==> src/sv/dssa_pkg.sv <==
package dssa_pkg;

   // default number of memory entries
   localparam int DEPTH_DEFAULT = 16;

   // field widths
   localparam int CAP_W  = 5;
   localparam int CNT_W  = 5;
   localparam int OP_W   = 3;
   localparam int DATA_W = 32;
   localparam int ST_W   = 2;

   // packed channel widths, padded to whole bytes
   localparam int REQ_TDATA_W = 40;
   localparam int RSP_TDATA_W = 40;

   // capacity after reset, before clamping to the depth
   localparam int CAP_RESET_RAW = 16;

   // operation codes
   localparam logic [OP_W-1:0] OP_PUSH_ONE = 3'd0;
   localparam logic [OP_W-1:0] OP_PUSH_TWO = 3'd1;
   localparam logic [OP_W-1:0] OP_POP_ONE  = 3'd2;
   localparam logic [OP_W-1:0] OP_POP_TWO  = 3'd3;
   localparam logic [OP_W-1:0] OP_PEEK_ONE = 3'd4;
   localparam logic [OP_W-1:0] OP_PEEK_TWO = 3'd5;

   // status codes
   localparam logic [ST_W-1:0] ST_OK       = 2'd0;
   localparam logic [ST_W-1:0] ST_OVERFLOW = 2'd1;
   localparam logic [ST_W-1:0] ST_EMPTY    = 2'd2;

   // commands from the controller to the datapath
   typedef struct packed {
      logic accept;    // take the request item, update pointers, start the memory access
      logic load_out;  // move the finished result into the output register
   } dssa_cmd_type;

endpackage

==> src/sv/dual_stack_shared_array.sv <==
// Two stacks in one memory of DEPTH entries. Stack one grows up from entry 0,
// stack two grows down from entry capacity-1.
// req channel: one item per operation (push, pop or peek on either stack).
// rsp channel: exactly one item per request, carrying data and status.
// csr channel: writes the capacity (0 reads as 1, anything above the depth
// as the depth); a write empties both stacks and is always ready.
// A taken request is held in the item-in-flight registers, and the synchronous
// read of the element memory lands in its read register; the result then moves
// into the output register. One item is in flight at a time: req_tready is low until it moves on.
// While rsp is stalled the result is held in the output register; one more
// request is taken and its result waits in the datapath, then req_tready
// stays low until the output register frees up.
// Reset: both stacks empty, capacity min(16, DEPTH), output not valid.
// Memory contents are not cleared; no entry is read before it is written.
module dual_stack_shared_array import dssa_pkg::*; #(
   parameter int DEPTH = DEPTH_DEFAULT
) (
   input  logic                   clock,
   input  logic                   reset,
   // op [2:0], value [34:3], zero pad [39:35]
   input  logic [REQ_TDATA_W-1:0] req_tdata,
   input  logic                   req_tvalid,
   output logic                   req_tready,
   // data [31:0], status [33:32], zero pad [39:34]
   output logic [RSP_TDATA_W-1:0] rsp_tdata,
   output logic                   rsp_tvalid,
   input  logic                   rsp_tready,
   input  logic [CAP_W-1:0]       csr_data,
   input  logic                   csr_valid,
   output logic                   csr_ready
);

   dssa_cmd_type      cmd;
   logic [OP_W-1:0]   req_op;
   logic [DATA_W-1:0] req_value;
   logic [DATA_W-1:0] rsp_data;
   logic [ST_W-1:0]   rsp_status;
   logic              csr_write;

   // field unpacking
   assign req_op    = req_tdata[OP_W-1:0];
   assign req_value = req_tdata[OP_W+DATA_W-1:OP_W];
   assign csr_ready = 1'b1;
   assign csr_write = csr_valid && csr_ready;

   dssa_ctrl u_ctrl (
      .clock      (clock),
      .reset      (reset),
      .req_tvalid (req_tvalid),
      .req_tready (req_tready),
      .rsp_tvalid (rsp_tvalid),
      .rsp_tready (rsp_tready),
      .cmd        (cmd)
   );

   dssa_datapath #(
      .DEPTH (DEPTH)
   ) u_datapath (
      .clock      (clock),
      .reset      (reset),
      .cmd        (cmd),
      .op         (req_op),
      .value      (req_value),
      .csr_write  (csr_write),
      .csr_value  (csr_data),
      .out_data   (rsp_data),
      .out_status (rsp_status)
   );

   // field packing
   assign rsp_tdata = {(RSP_TDATA_W-DATA_W-ST_W)'(0), rsp_status, rsp_data};

   // one item in flight: an accepted request has closed the input by the next cycle
   a_one_in_flight: assert property (@(posedge clock) disable iff (reset)
      (req_tvalid && req_tready) |=> !req_tready)
      else $error("request taken while another item is in flight");

   // status is always one of the defined codes
   a_status_code: assert property (@(posedge clock) disable iff (reset)
      rsp_tvalid |-> (rsp_status == ST_OK || rsp_status == ST_OVERFLOW
                      || rsp_status == ST_EMPTY))
      else $error("undefined status code on rsp");

   // an overflowed push carries zero data
   a_overflow_data: assert property (@(posedge clock) disable iff (reset)
      (rsp_tvalid && rsp_status == ST_OVERFLOW) |-> (rsp_data == '0))
      else $error("overflow result with non-zero data");

   // a fresh result appears only after a request was taken
   a_rsp_after_req: assert property (@(posedge clock) disable iff (reset)
      $rose(rsp_tvalid) |-> $past(!req_tready))
      else $error("result raised without an item in flight");

endmodule

==> src/sv/dssa_ctrl.sv <==
module dssa_ctrl import dssa_pkg::*; (
   input  logic         clock,
   input  logic         reset,
   input  logic         req_tvalid,
   output logic         req_tready,
   output logic         rsp_tvalid,
   input  logic         rsp_tready,
   output dssa_cmd_type cmd
);

   // state codes
   localparam logic S_IDLE = 1'b0;
   localparam logic S_BUSY = 1'b1;

   logic state_ff;
   logic state_in;
   logic rsp_valid_ff;
   logic rsp_valid_in;
   logic out_free;

   // handshake decode
   assign req_tready   = (state_ff == S_IDLE);
   assign out_free     = !rsp_valid_ff || rsp_tready;
   assign cmd.accept   = req_tvalid && (state_ff == S_IDLE);
   assign cmd.load_out = (state_ff == S_BUSY) && out_free;
   assign rsp_tvalid   = rsp_valid_ff;

   // next state
   always_comb begin
      state_in = state_ff;
      unique case (state_ff)
         S_IDLE: begin
            if (cmd.accept) begin
               state_in = S_BUSY;
            end
         end
         S_BUSY: begin
            if (cmd.load_out) begin
               state_in = S_IDLE;
            end
         end
         default: state_in = S_IDLE;
      endcase
   end

   // output valid flag
   always_comb begin
      rsp_valid_in = rsp_valid_ff;
      priority if (cmd.load_out) begin
         rsp_valid_in = 1'b1;
      end else if (rsp_tready) begin
         rsp_valid_in = 1'b0;
      end else begin
         rsp_valid_in = rsp_valid_ff;
      end
   end

   always_ff @(posedge clock) begin
      if (reset) begin
         state_ff     <= S_IDLE;
         rsp_valid_ff <= 1'b0;
      end else begin
         state_ff     <= state_in;
         rsp_valid_ff <= rsp_valid_in;
      end
   end

endmodule

==> src/sv/dssa_datapath.sv <==
module dssa_datapath import dssa_pkg::*; #(
   parameter int DEPTH = DEPTH_DEFAULT
) (
   input  logic              clock,
   input  logic              reset,
   input  dssa_cmd_type      cmd,
   input  logic [OP_W-1:0]   op,
   input  logic [DATA_W-1:0] value,
   input  logic              csr_write,
   input  logic [CAP_W-1:0]  csr_value,
   output logic [DATA_W-1:0] out_data,
   output logic [ST_W-1:0]   out_status
);

   localparam int AW        = $clog2(DEPTH);
   localparam int IDX_W     = (AW > CNT_W) ? AW : CNT_W;
   localparam int CAP_MAX_I = (DEPTH < 31) ? DEPTH : 31;
   localparam int CAP_RST_I = (DEPTH < CAP_RESET_RAW) ? DEPTH : CAP_RESET_RAW;
   localparam logic [CAP_W-1:0] CAP_MAX   = CAP_W'(CAP_MAX_I);
   localparam logic [CAP_W-1:0] CAP_RESET = CAP_W'(CAP_RST_I);

   // element memory, shared by both stacks
   logic [DATA_W-1:0] mem_ff [DEPTH];
   logic [DATA_W-1:0] rd_data_ff;

   logic [CAP_W-1:0]  capacity_ff;
   logic [CAP_W-1:0]  capacity_in;
   logic [CNT_W-1:0]  count_low_ff;
   logic [CNT_W-1:0]  count_low_in;
   logic [CNT_W-1:0]  count_high_ff;
   logic [CNT_W-1:0]  count_high_in;

   logic              pend_peek_ff;
   logic              pend_peek_in;
   logic [ST_W-1:0]   pend_status_ff;
   logic [ST_W-1:0]   pend_status_in;

   logic [DATA_W-1:0] out_data_ff;
   logic [ST_W-1:0]   out_status_ff;
   logic [DATA_W-1:0] result_data;

   logic [CNT_W:0]    used;
   logic              has_room;
   logic [CNT_W-1:0]  idx;
   logic [IDX_W-1:0]  idx_wide;
   logic [AW-1:0]     mem_addr;
   logic              mem_wr;
   logic              mem_rd;

   assign used     = {1'b0, count_low_ff} + {1'b0, count_high_ff};
   assign has_room = used < {1'b0, capacity_ff};
   assign idx_wide = IDX_W'(idx);
   assign mem_addr = idx_wide[AW-1:0];

   // operation decode: pointer moves, memory access and status
   always_comb begin
      count_low_in   = count_low_ff;
      count_high_in  = count_high_ff;
      pend_peek_in   = 1'b0;
      pend_status_in = ST_OK;
      idx            = '0;
      mem_wr         = 1'b0;
      mem_rd         = 1'b0;
      unique case (op)
         OP_PUSH_ONE: begin
            idx = count_low_ff;
            if (has_room) begin
               mem_wr       = 1'b1;
               count_low_in = count_low_ff + CNT_W'(1);
            end else begin
               pend_status_in = ST_OVERFLOW;
            end
         end
         OP_PUSH_TWO: begin
            idx = capacity_ff - count_high_ff - CNT_W'(1);
            if (has_room) begin
               mem_wr        = 1'b1;
               count_high_in = count_high_ff + CNT_W'(1);
            end else begin
               pend_status_in = ST_OVERFLOW;
            end
         end
         OP_POP_ONE: begin
            if (count_low_ff != '0) begin
               count_low_in = count_low_ff - CNT_W'(1);
            end else begin
               pend_status_in = ST_EMPTY;
            end
         end
         OP_POP_TWO: begin
            if (count_high_ff != '0) begin
               count_high_in = count_high_ff - CNT_W'(1);
            end else begin
               pend_status_in = ST_EMPTY;
            end
         end
         OP_PEEK_ONE: begin
            pend_peek_in = 1'b1;
            idx          = count_low_ff - CNT_W'(1);
            if (count_low_ff != '0) begin
               mem_rd = 1'b1;
            end else begin
               pend_status_in = ST_EMPTY;
            end
         end
         OP_PEEK_TWO: begin
            pend_peek_in = 1'b1;
            idx          = capacity_ff - count_high_ff;
            if (count_high_ff != '0) begin
               mem_rd = 1'b1;
            end else begin
               pend_status_in = ST_EMPTY;
            end
         end
         default: begin
            // unused codes leave the stacks alone
         end
      endcase
   end

   // capacity write, clamped to the usable range
   always_comb begin
      priority if (csr_value == '0) begin
         capacity_in = CAP_W'(1);
      end else if (csr_value > CAP_MAX) begin
         capacity_in = CAP_MAX;
      end else begin
         capacity_in = csr_value;
      end
   end

   // control registers; a capacity write empties both stacks
   always_ff @(posedge clock) begin
      if (reset) begin
         capacity_ff   <= CAP_RESET;
         count_low_ff  <= '0;
         count_high_ff <= '0;
      end else if (csr_write) begin
         capacity_ff   <= capacity_in;
         count_low_ff  <= '0;
         count_high_ff <= '0;
      end else if (cmd.accept) begin
         count_low_ff  <= count_low_in;
         count_high_ff <= count_high_in;
      end
   end

   // memory write port
   always_ff @(posedge clock) begin
      if (cmd.accept && mem_wr) begin
         mem_ff[mem_addr] <= value;
      end
   end

   // memory read port, registered
   always_ff @(posedge clock) begin
      if (cmd.accept && mem_rd) begin
         rd_data_ff <= mem_ff[mem_addr];
      end
   end

   // item in flight
   always_ff @(posedge clock) begin
      if (cmd.accept) begin
         pend_peek_ff   <= pend_peek_in;
         pend_status_ff <= pend_status_in;
      end
   end

   // result data: top element, all ones for an empty peek, else zero
   always_comb begin
      priority if (!pend_peek_ff) begin
         result_data = '0;
      end else if (pend_status_ff == ST_EMPTY) begin
         result_data = '1;
      end else begin
         result_data = rd_data_ff;
      end
   end

   // output register
   always_ff @(posedge clock) begin
      if (cmd.load_out) begin
         out_data_ff   <= result_data;
         out_status_ff <= pend_status_ff;
      end
   end

   assign out_data   = out_data_ff;
   assign out_status = out_status_ff;

endmodule

==> config.mk <==
export PLATFORM = sky130hd
export DESIGN_NAME = dual_stack_shared_array
export DESIGN_NICKNAME = d
export VERILOG_FILES = /design/src/sv/dssa_pkg.sv /design/src/sv/dual_stack_shared_array.sv /design/src/sv/dssa_ctrl.sv /design/src/sv/dssa_datapath.sv
export SDC_FILE = /design/constraint.sdc
export NUM_CORES = 1
export LEC_CHECK = 0
export ABC_AREA = 1
export BUFFER_PORTS_ARGS = -buffer_cell sky130_fd_sc_hd__buf_2
export CAP_MARGIN = 40
export CORE_UTILIZATION = 61
export CTS_CLUSTER_SIZE = 24
export DETAILED_ROUTE_END_ITERATION = 6
export GPL_TIMING_DRIVEN = 0
export MAX_ROUTING_LAYER = met4
export PLACE_DENSITY = 0.79
export SLEW_MARGIN = 20
export SYNTH_ARGS = -nofsm -noshare
export SYNTH_HDL_FRONTEND = slang
export SYNTH_SLANG_ARGS = --single-unit
==> constraint.sdc <==
create_clock -name clock -period 7.9 [get_ports clock]
set_clock_uncertainty 0.2 [all_clocks]
set_input_delay 0.395 -clock clock [delete_from_list [all_inputs] [get_ports clock]]
set_output_delay 0.395 -clock clock [all_outputs]
set_load 0.005 [all_outputs]
==> impl_metrics.ini, run 1 <==
[grt]
grt_max_degree = 29
grt_pass1_wl_mm = 104.5
antenna_found_initial = 4
overflow = 0
globalRouteTotalUtil = 0.3311
first_global_vias = 18940

[synth]
synth-warning-count = 0
ys_seq_elements = 598
yosysUniqueCellTypes = 34
synthMuxAreaShare = 0
yosysSeqAreaShare = 0.6844
postSynthCellCount = 2515
yosys.area_share.simple = 0.2441
synth_top_family_by_area = simple AND/OR/NAND/NOR gates
netlist_area_um2 = 25990
synth_xor_area_frac = 0.004044
synth_compound_area_frac = 0.01454
synthAdderAreaFrac = 0.01146
syn_avg_cell_area_um2 = 10.33

[critical_path]
end_kind = flip-flop
slowest_delay_ns = 0.74
path_cells = ha_1 -> inv_1 -> fa_1 -> inv_1 -> ha_1 -> o22ai_1 -> nor2_1 -> buf_2 -> buf_2 -> nand4_1 -> nor2_4 -> buf_16
cp.required_ns = 8.02
worstSetupPathType = flip-flop to flip-flop
arrival_ns = 5.23
rr_worst_depth = 12
critPathSlowestCell = nor2_4
start_kind = flip-flop
path_max_fanout = 18

[worst_hold_path]
hold_path_class = input port to flip-flop
min_path_cells = 3

[power_and_ir_drop]
irDropWorstVdd_mv = 0.1877
p_leak_nw = 12.60
p_per_area_nw_per_um2 = 237.4

[clock_tree]
cts_tree = yes
worstSkewPairLatency_ns = 0.63
cts-root-buf = clkbuf_16
htreeDepth = 2
ctsResizeCount = 0
cts_buffer_depth = 3
path_clk_slew_ns = 0.06
cts_made_buffers = 57
tritoncts_num_sinks = 598
postCtsSetupBuffers = 0

[timing]
setup_tns_ns = 0
slew_headroom = 0.4846
period_share = 0.6459
drv_slew = 0
worst_pin_slew_ns = 0.7703
rsz0062_at_grt = false
final.min_clock_period_ns = 5.102
postLayoutSetupSlackWorst_ns = 2.798
setup_violations = 0
hold_violations = 0
max_freq_ghz = 0.1960

[place]
port_buffers = 79
dp_hpwl_mm = 45.82
placedInstanceArea_um2 = 27730
dp_slack_ns = 2.913
gp_congestion = 0.9217
place_inst = 3158

[detailed_routing]
num_vias = 19390
drt_drc_violations_left = 0
detail-route-antenna-nets = 0
drt_iter0_markers = 2715
post_drt_via_cell_ratio = 5.860
first_pass_iters = 6
drt-total-wl_mm = 68.50
avgRoutedWirePerCell_um = 20.70

[die]
die_h_um = 208.4
coreArea_um2 = 41950
pin_count = 93
num_rows = 75
initial_core_util = 0.6196
die_x_um = 208.4
die_area_um2 = 43440

[cells_and_area]
drive_gt1_frac = 0.1199
final_nets = 2796
postLayoutCoreUtil = 0.7170
regArea_um2 = 17790
multi_input_area_um2 = 7293
final_cells = 3309
layout_commonest_cell = nand2_1
synthToLayoutAreaGrowth_pct = 15.72
final_cell_area_um2 = 30080
n_fill_cell = 2824
final_cell_mix = 1239 x nand2_1, 581 x edfxtp_1, 283 x nand3_1

[status]
status = finished, final reports clean

[run]
drv_cap = 0
## worst paths after layout
kind	startpoint	end	slack (ns)
setup reg to reg	u_datapath.count_high_ff[0]$_SDFFE_PP0P_	u_datapath.mem_ff[4][14]$_DFFE_PP_	2.80
hold / removal	req_tdata[2]	u_datapath.pend_peek_ff$_DFFE_PP_	0.06
hold reg to reg	u_datapath.pend_status_ff[1]$_DFFE_PP_	u_datapath.out_status[1]$_DFFE_PP_	0.27
setup / recovery	u_datapath.count_high_ff[0]$_SDFFE_PP0P_	u_datapath.mem_ff[4][14]$_DFFE_PP_	2.80
## stage by stage
stage,hold WS [ns],total power [mW]
3_3_place_gp,0.2393,4.367
3_5_place_dp,0.2566,4.406
2_1_floorplan,0.2264,4.093
6_report,0.05778,7.141
4_1_cts,0.02443,7.125
5_1_grt,0.06427,7.344
## critical path: cells and delay by family, from the launching register on
family	cells	cell delay, ns
AO/OA/AOI/OAI	1	0.12
buffers and inverters	5	1.15
AND/OR/NAND/NOR	3	1.84
adder cells (fa/ha/maj)	3	0.98
flip-flops	1	0.51
## sequential cells by signal (all words and copies together), names as in the netlist
signal and count:
u_datapath.out_status 2, u_datapath.pend_status_ff 2, u_datapath.count_high_ff 5, u_ctrl.rsp_tvalid 1
u_datapath.mem_ff 512, u_datapath.count_low_ff 5, u_datapath.pend_peek_ff 1, u_ctrl.state_ff 1
u_datapath.out_data 32, u_datapath.rd_data_ff 32, u_datapath.capacity_ff 5
## per-layer routing
layer | part of all wire | vias up | GRT usage
met5 | 0 | - | -
met4 | 0.043 | 0 | 0.1502
met3 | 0.12 | 237 | 0.06008
met2 | 0.48 | 1284 | 0.5213
met1 | 0.36 | 9061 | 0.4217
li1 | - | 8810 | -
## synth_stat cells, drive strengths merged
| cell type | count | area, µm² |
|---|---|---|
| a211oi | 1 | 7.510 |
| nand3b | 1 | 7.510 |
| conb | 2 | 7.510 |
| o22ai | 6 | 37.54 |
| xnor2 | 2 | 17.52 |
| or3 | 1 | 6.260 |
| nand2 | 1242 | 4674 |
| clkbuf | 28 | 105.1 |
| or2 | 1 | 6.260 |
| xor2 | 10 | 87.58 |
| fa | 3 | 60.06 |
| a21oi | 54 | 270.3 |
| nand3 | 284 | 1426 |
| inv | 85 | 319.1 |
| buf | 117 | 646.9 |
| a31oi | 1 | 6.260 |
| edfxtp | 581 | 17450 |
| nor2 | 39 | 148.9 |
| nand4 | 9 | 56.30 |
| dfxtp | 17 | 340.3 |
| ha | 19 | 237.7 |
| a211o | 1 | 8.760 |
| o211ai | 1 | 7.510 |
| nor3 | 1 | 5.000 |
| nor4 | 1 | 12.51 |
| o21ai | 8 | 40.04 |
## logic make-up (layout without fill, tap and decap cells)
| kind of cell | Yosys count | after routing |
|---|---|---|
| other | 2 | 9 |
| and+or+nand+nor | 1579 | 1579 |
| DFF | 598 | 598 |
| AOI/OAI and AO/OA | 72 | 72 |
| adders and majority gates | 22 | 22 |
| xor gates and xnor gates | 12 | 12 |
| buffers and inverters | 230 | 478 |
## report_power, final
group          internal, mW  switching (mW)  total, mW
clock network          1.57            1.18       2.75
logic                 0.245           0.614      0.859
registers              3.52         0.00902       3.53
## area by class of cell
class                      instances  share of cell area
clock inverter                    37             0.01331
sequential                       598              0.5914
clock buffer                      66             0.04926
multi-input combinational       1692              0.2425
antenna                            2           0.0001664
inverter                          85             0.01061
buffer                           145             0.02500
timing repair buffer             145             0.04535
tap                              539             0.02242
## repair_timing
action | CTS | global route
hold buffers | 45 | 0
setup endpoints to repair | 0 | 0
endpoints found under the hold margin | 519 | 0
No activity file was read; power rests on OpenSTA's default activity.
==> run 2, diff against run 1 <==
--- a/config.mk
+++ b/config.mk
@@ -5,7 +5,7 @@
 export SDC_FILE = /design/constraint.sdc
 export NUM_CORES = 1
 export LEC_CHECK = 0
-export ABC_AREA = 1
+export ABC_AREA = 0
 export BUFFER_PORTS_ARGS = -buffer_cell sky130_fd_sc_hd__buf_2
 export CAP_MARGIN = 40
 export CORE_UTILIZATION = 61
==> constraint.sdc (replaced) <==
create_clock -name clock -period 4.7 [get_ports clock]
set_clock_uncertainty 0.2 [all_clocks]
set_input_delay 0.235 -clock clock [delete_from_list [all_inputs] [get_ports clock]]
set_output_delay 0.235 -clock clock [all_outputs]
set_load 0.005 [all_outputs]
==> impl_metrics.ini, run 2 <==
[critical_path]
path_max_fanout = 10
arrival_ns = 4.56
startpoint = u_datapath.count_high_ff[0]$_SDFFE_PP0P_
end_kind = flip-flop
rr_startpoint = u_datapath.count_high_ff[0]$_SDFFE_PP0P_
worstSetupPathType = flip-flop to flip-flop
cp.required_ns = 4.78
start_kind = flip-flop

[detailed_routing]
drt_iter0_markers = 2180
avgRoutedWirePerCell_um = 25.35
post_drt_via_cell_ratio = 6.455
drt_drc_violations_left = 44
drt-total-wl_mm = 62.47
detail-route-antenna-nets = 0
first_pass_iters = 7
num_vias = 15910

[synth]
synth_top_family_by_area = simple AND/OR/NAND/NOR gates
postSynthCellCount = 1663
synth_edf_count = 581
synthArstFlopShare = 0
synth_compound_area_frac = 0.04680
ys_top_cells_by_area = edfxtp_1 72%, nand2_1 4.7%, nand3_1 3.4%
yosysSeqAreaShare = 0.7327
ys_seq_elements = 598
synthAdderAreaFrac = 0.01227
yosys.area_share.simple = 0.1392
yosys.area.top_type = edfxtp_1
netlist_area_um2 = 24270
synth_xor_area_frac = 0.005206
yosysMostFrequentCell = edfxtp_1
synth_top_area_frac = 0.7187
synthMuxAreaShare = 0.03783
synth-warning-count = 0
yosysUniqueCellTypes = 63
syn_avg_cell_area_um2 = 14.60
ys.flop_type = edfxtp_1
synth.top_cells.by_count = 581 x edfxtp_1, 305 x nand2_1, 163 x nand3_1

[timing]
setup_violations = 0
worst_pin_slew_ns = 0.9942
final.min_clock_period_ns = 4.485
drv_slew = 0
period_share = 0.9544
hold_violations = 0
rsz0062_at_grt = false
slew_headroom = 0.3332
max_freq_ghz = 0.2229

[place]
place_inst = 2288
dp_hpwl_mm = 39.40
placedInstanceArea_um2 = 26030
gp_congestion = 0.8796
port_buffers = 80

[clock_tree]
htreeDepth = 2
path_clk_slew_ns = 0.06
cts_tree = yes
cts_buffer_depth = 3
tritoncts_num_sinks = 598
cts_made_buffers = 57
cts-root-buf = clkbuf_16
worstSkewPairLatency_ns = 0.61

[cells_and_area]
layout_commonest_cell = edfxtp_1
final_cell_mix = 581 x edfxtp_1, 305 x nand2_1, 162 x nand3_1
drive_gt1_frac = 0.1660
largest_reg_flops = 512
postLayoutCoreUtil = 0.7357
antenna_cells = 0
final_cell_area_um2 = 28630
top_register = u_datapath.mem_ff
final_nets = 1972
synthToLayoutAreaGrowth_pct = 17.95
final_cells = 2464
n_fill_cell = 2324

[die]
die_h_um = 201.5
die_x_um = 201.5
die_area_um2 = 40600
num_rows = 72
coreArea_um2 = 38920
initial_core_util = 0.6237
pin_count = 93

[grt]
globalRouteTotalUtil = 0.3150
grt_max_degree = 22
antenna_found_initial = 0
overflow = 0
first_global_vias = 15690
grt_pass1_wl_mm = 91.91

[power_and_ir_drop]
irDropWorstVdd_mv = 0.2882
p_leak_nw = 9.934
p_per_area_nw_per_um2 = 396.3

[worst_hold_path]
hold_path_class = input port to flip-flop
min-delay-start = req_tdata[1]

[status]
status = finished with violations
violations = design-rule violations

[run]
drv_cap = 0
-- run 2: cell count changes after synthesis, sizes merged, moves of 12 or more --
cell	previous run	this run
a21oi	54	15
o21a	0	32
nand2	1242	306
or4	0	33
nand4	9	65
nand3	284	163
nor2	39	27
mux2i	0	13
clkbuf	28	60
a211oi	1	67
buf	117	55
inv	85	22
and3	0	63
mux4	0	34
-- run 2: path summary, 6_finish.rpt --
check                                        end  slack, ns  cells past startpoint
max reg2reg  u_datapath.rd_data_ff[12]$_DFFE_PP_       0.21                     14
min reg2reg   u_datapath.out_status[1]$_DFFE_PP_       0.25                      0
max          u_datapath.rd_data_ff[12]$_DFFE_PP_       0.21                     14
min            u_datapath.pend_peek_ff$_DFFE_PP_       0.03                      3
-- run 2: layout make-up --
| type | count | area [µm²] | area share |
|---|---|---|---|
| tap | 518 | 648.1 | 0.02264 |
| clock buffer | 75 | 1577 | 0.05506 |
| sequential | 598 | 17790 | 0.6212 |
| clock inverter | 30 | 225.2 | 0.007866 |
| multi-input combinational | 933 | 6022 | 0.2103 |
| buffer | 115 | 539.3 | 0.01883 |
| inverter | 22 | 82.58 | 0.002884 |
| timing repair buffer | 173 | 1750 | 0.06114 |
-- run 2: worst max-delay path, stage by stage (launching register included) --
cell,delay [ns]
dfxtp_1,0.45
ha_1,0.20
inv_1,0.05
fa_1,0.57
inv_1,0.07
ha_1,0.29
nand2_1,0.07
o211ai_2,0.23
clkbuf_1,0.44
and2_1,0.21
buf_2,0.29
clkbuf_1,0.56
nand3_1,0.15
nand3_1,0.13
nand4_1,0.25
-- run 2: through the flow --
stage               worst slack (ns)  hold slack [ns]  setup TNS [ns]  power, mW
floorplan                    -0.1122           0.1339          -23.46      6.560
global placement              -2.206           0.2284         -922.63      6.900
detailed placement         -0.004567           0.2356        -0.02976      6.950
CTS                         0.006752          0.01048               0      11.32
global route                 0.01501          0.06072               0      11.62
finish                        0.2145          0.03055               0      11.35
-- run 2: cells by family (layout without fill, tap and decap cells) --
family                     Yosys count  after routing
muxes                               49             49
other                                2              7
DFF                                598            598
AOI/OAI and AO/OA                  148            148
xor gates and xnor gates            11             11
adders and majority gates           22             22
and+or+nand+nor                    696            696
buffers and inverters              137            415
-- run 2: power breakdown --
group          internal (mW)  total [mW]  leakage [nW]  switching [mW]
logic                  0.321       0.985          3.67           0.665
clock network           2.51        4.43         0.879            1.92
registers               5.91        5.93          5.39          0.0166
total                   8.75        11.3          9.93            2.60
-- run 2: timing repair --
| action | CTS | global route |
|---|---|---|
| pin swaps | 0 | 11 |
| hold endpoints to repair | 539 | 0 |
| resized for setup | 0 | 1 |
| setup endpoints to repair | 48 | 338 |
| hold buffers | 50 | 0 |
| setup buffers | 4 | 17 |
-- run 2: routing by layer --
layer,track usage,part of all wire
met5,-,0
met4,0.1358,0.039
met3,0.06041,0.11
met2,0.4970,0.49
met1,0.4025,0.37
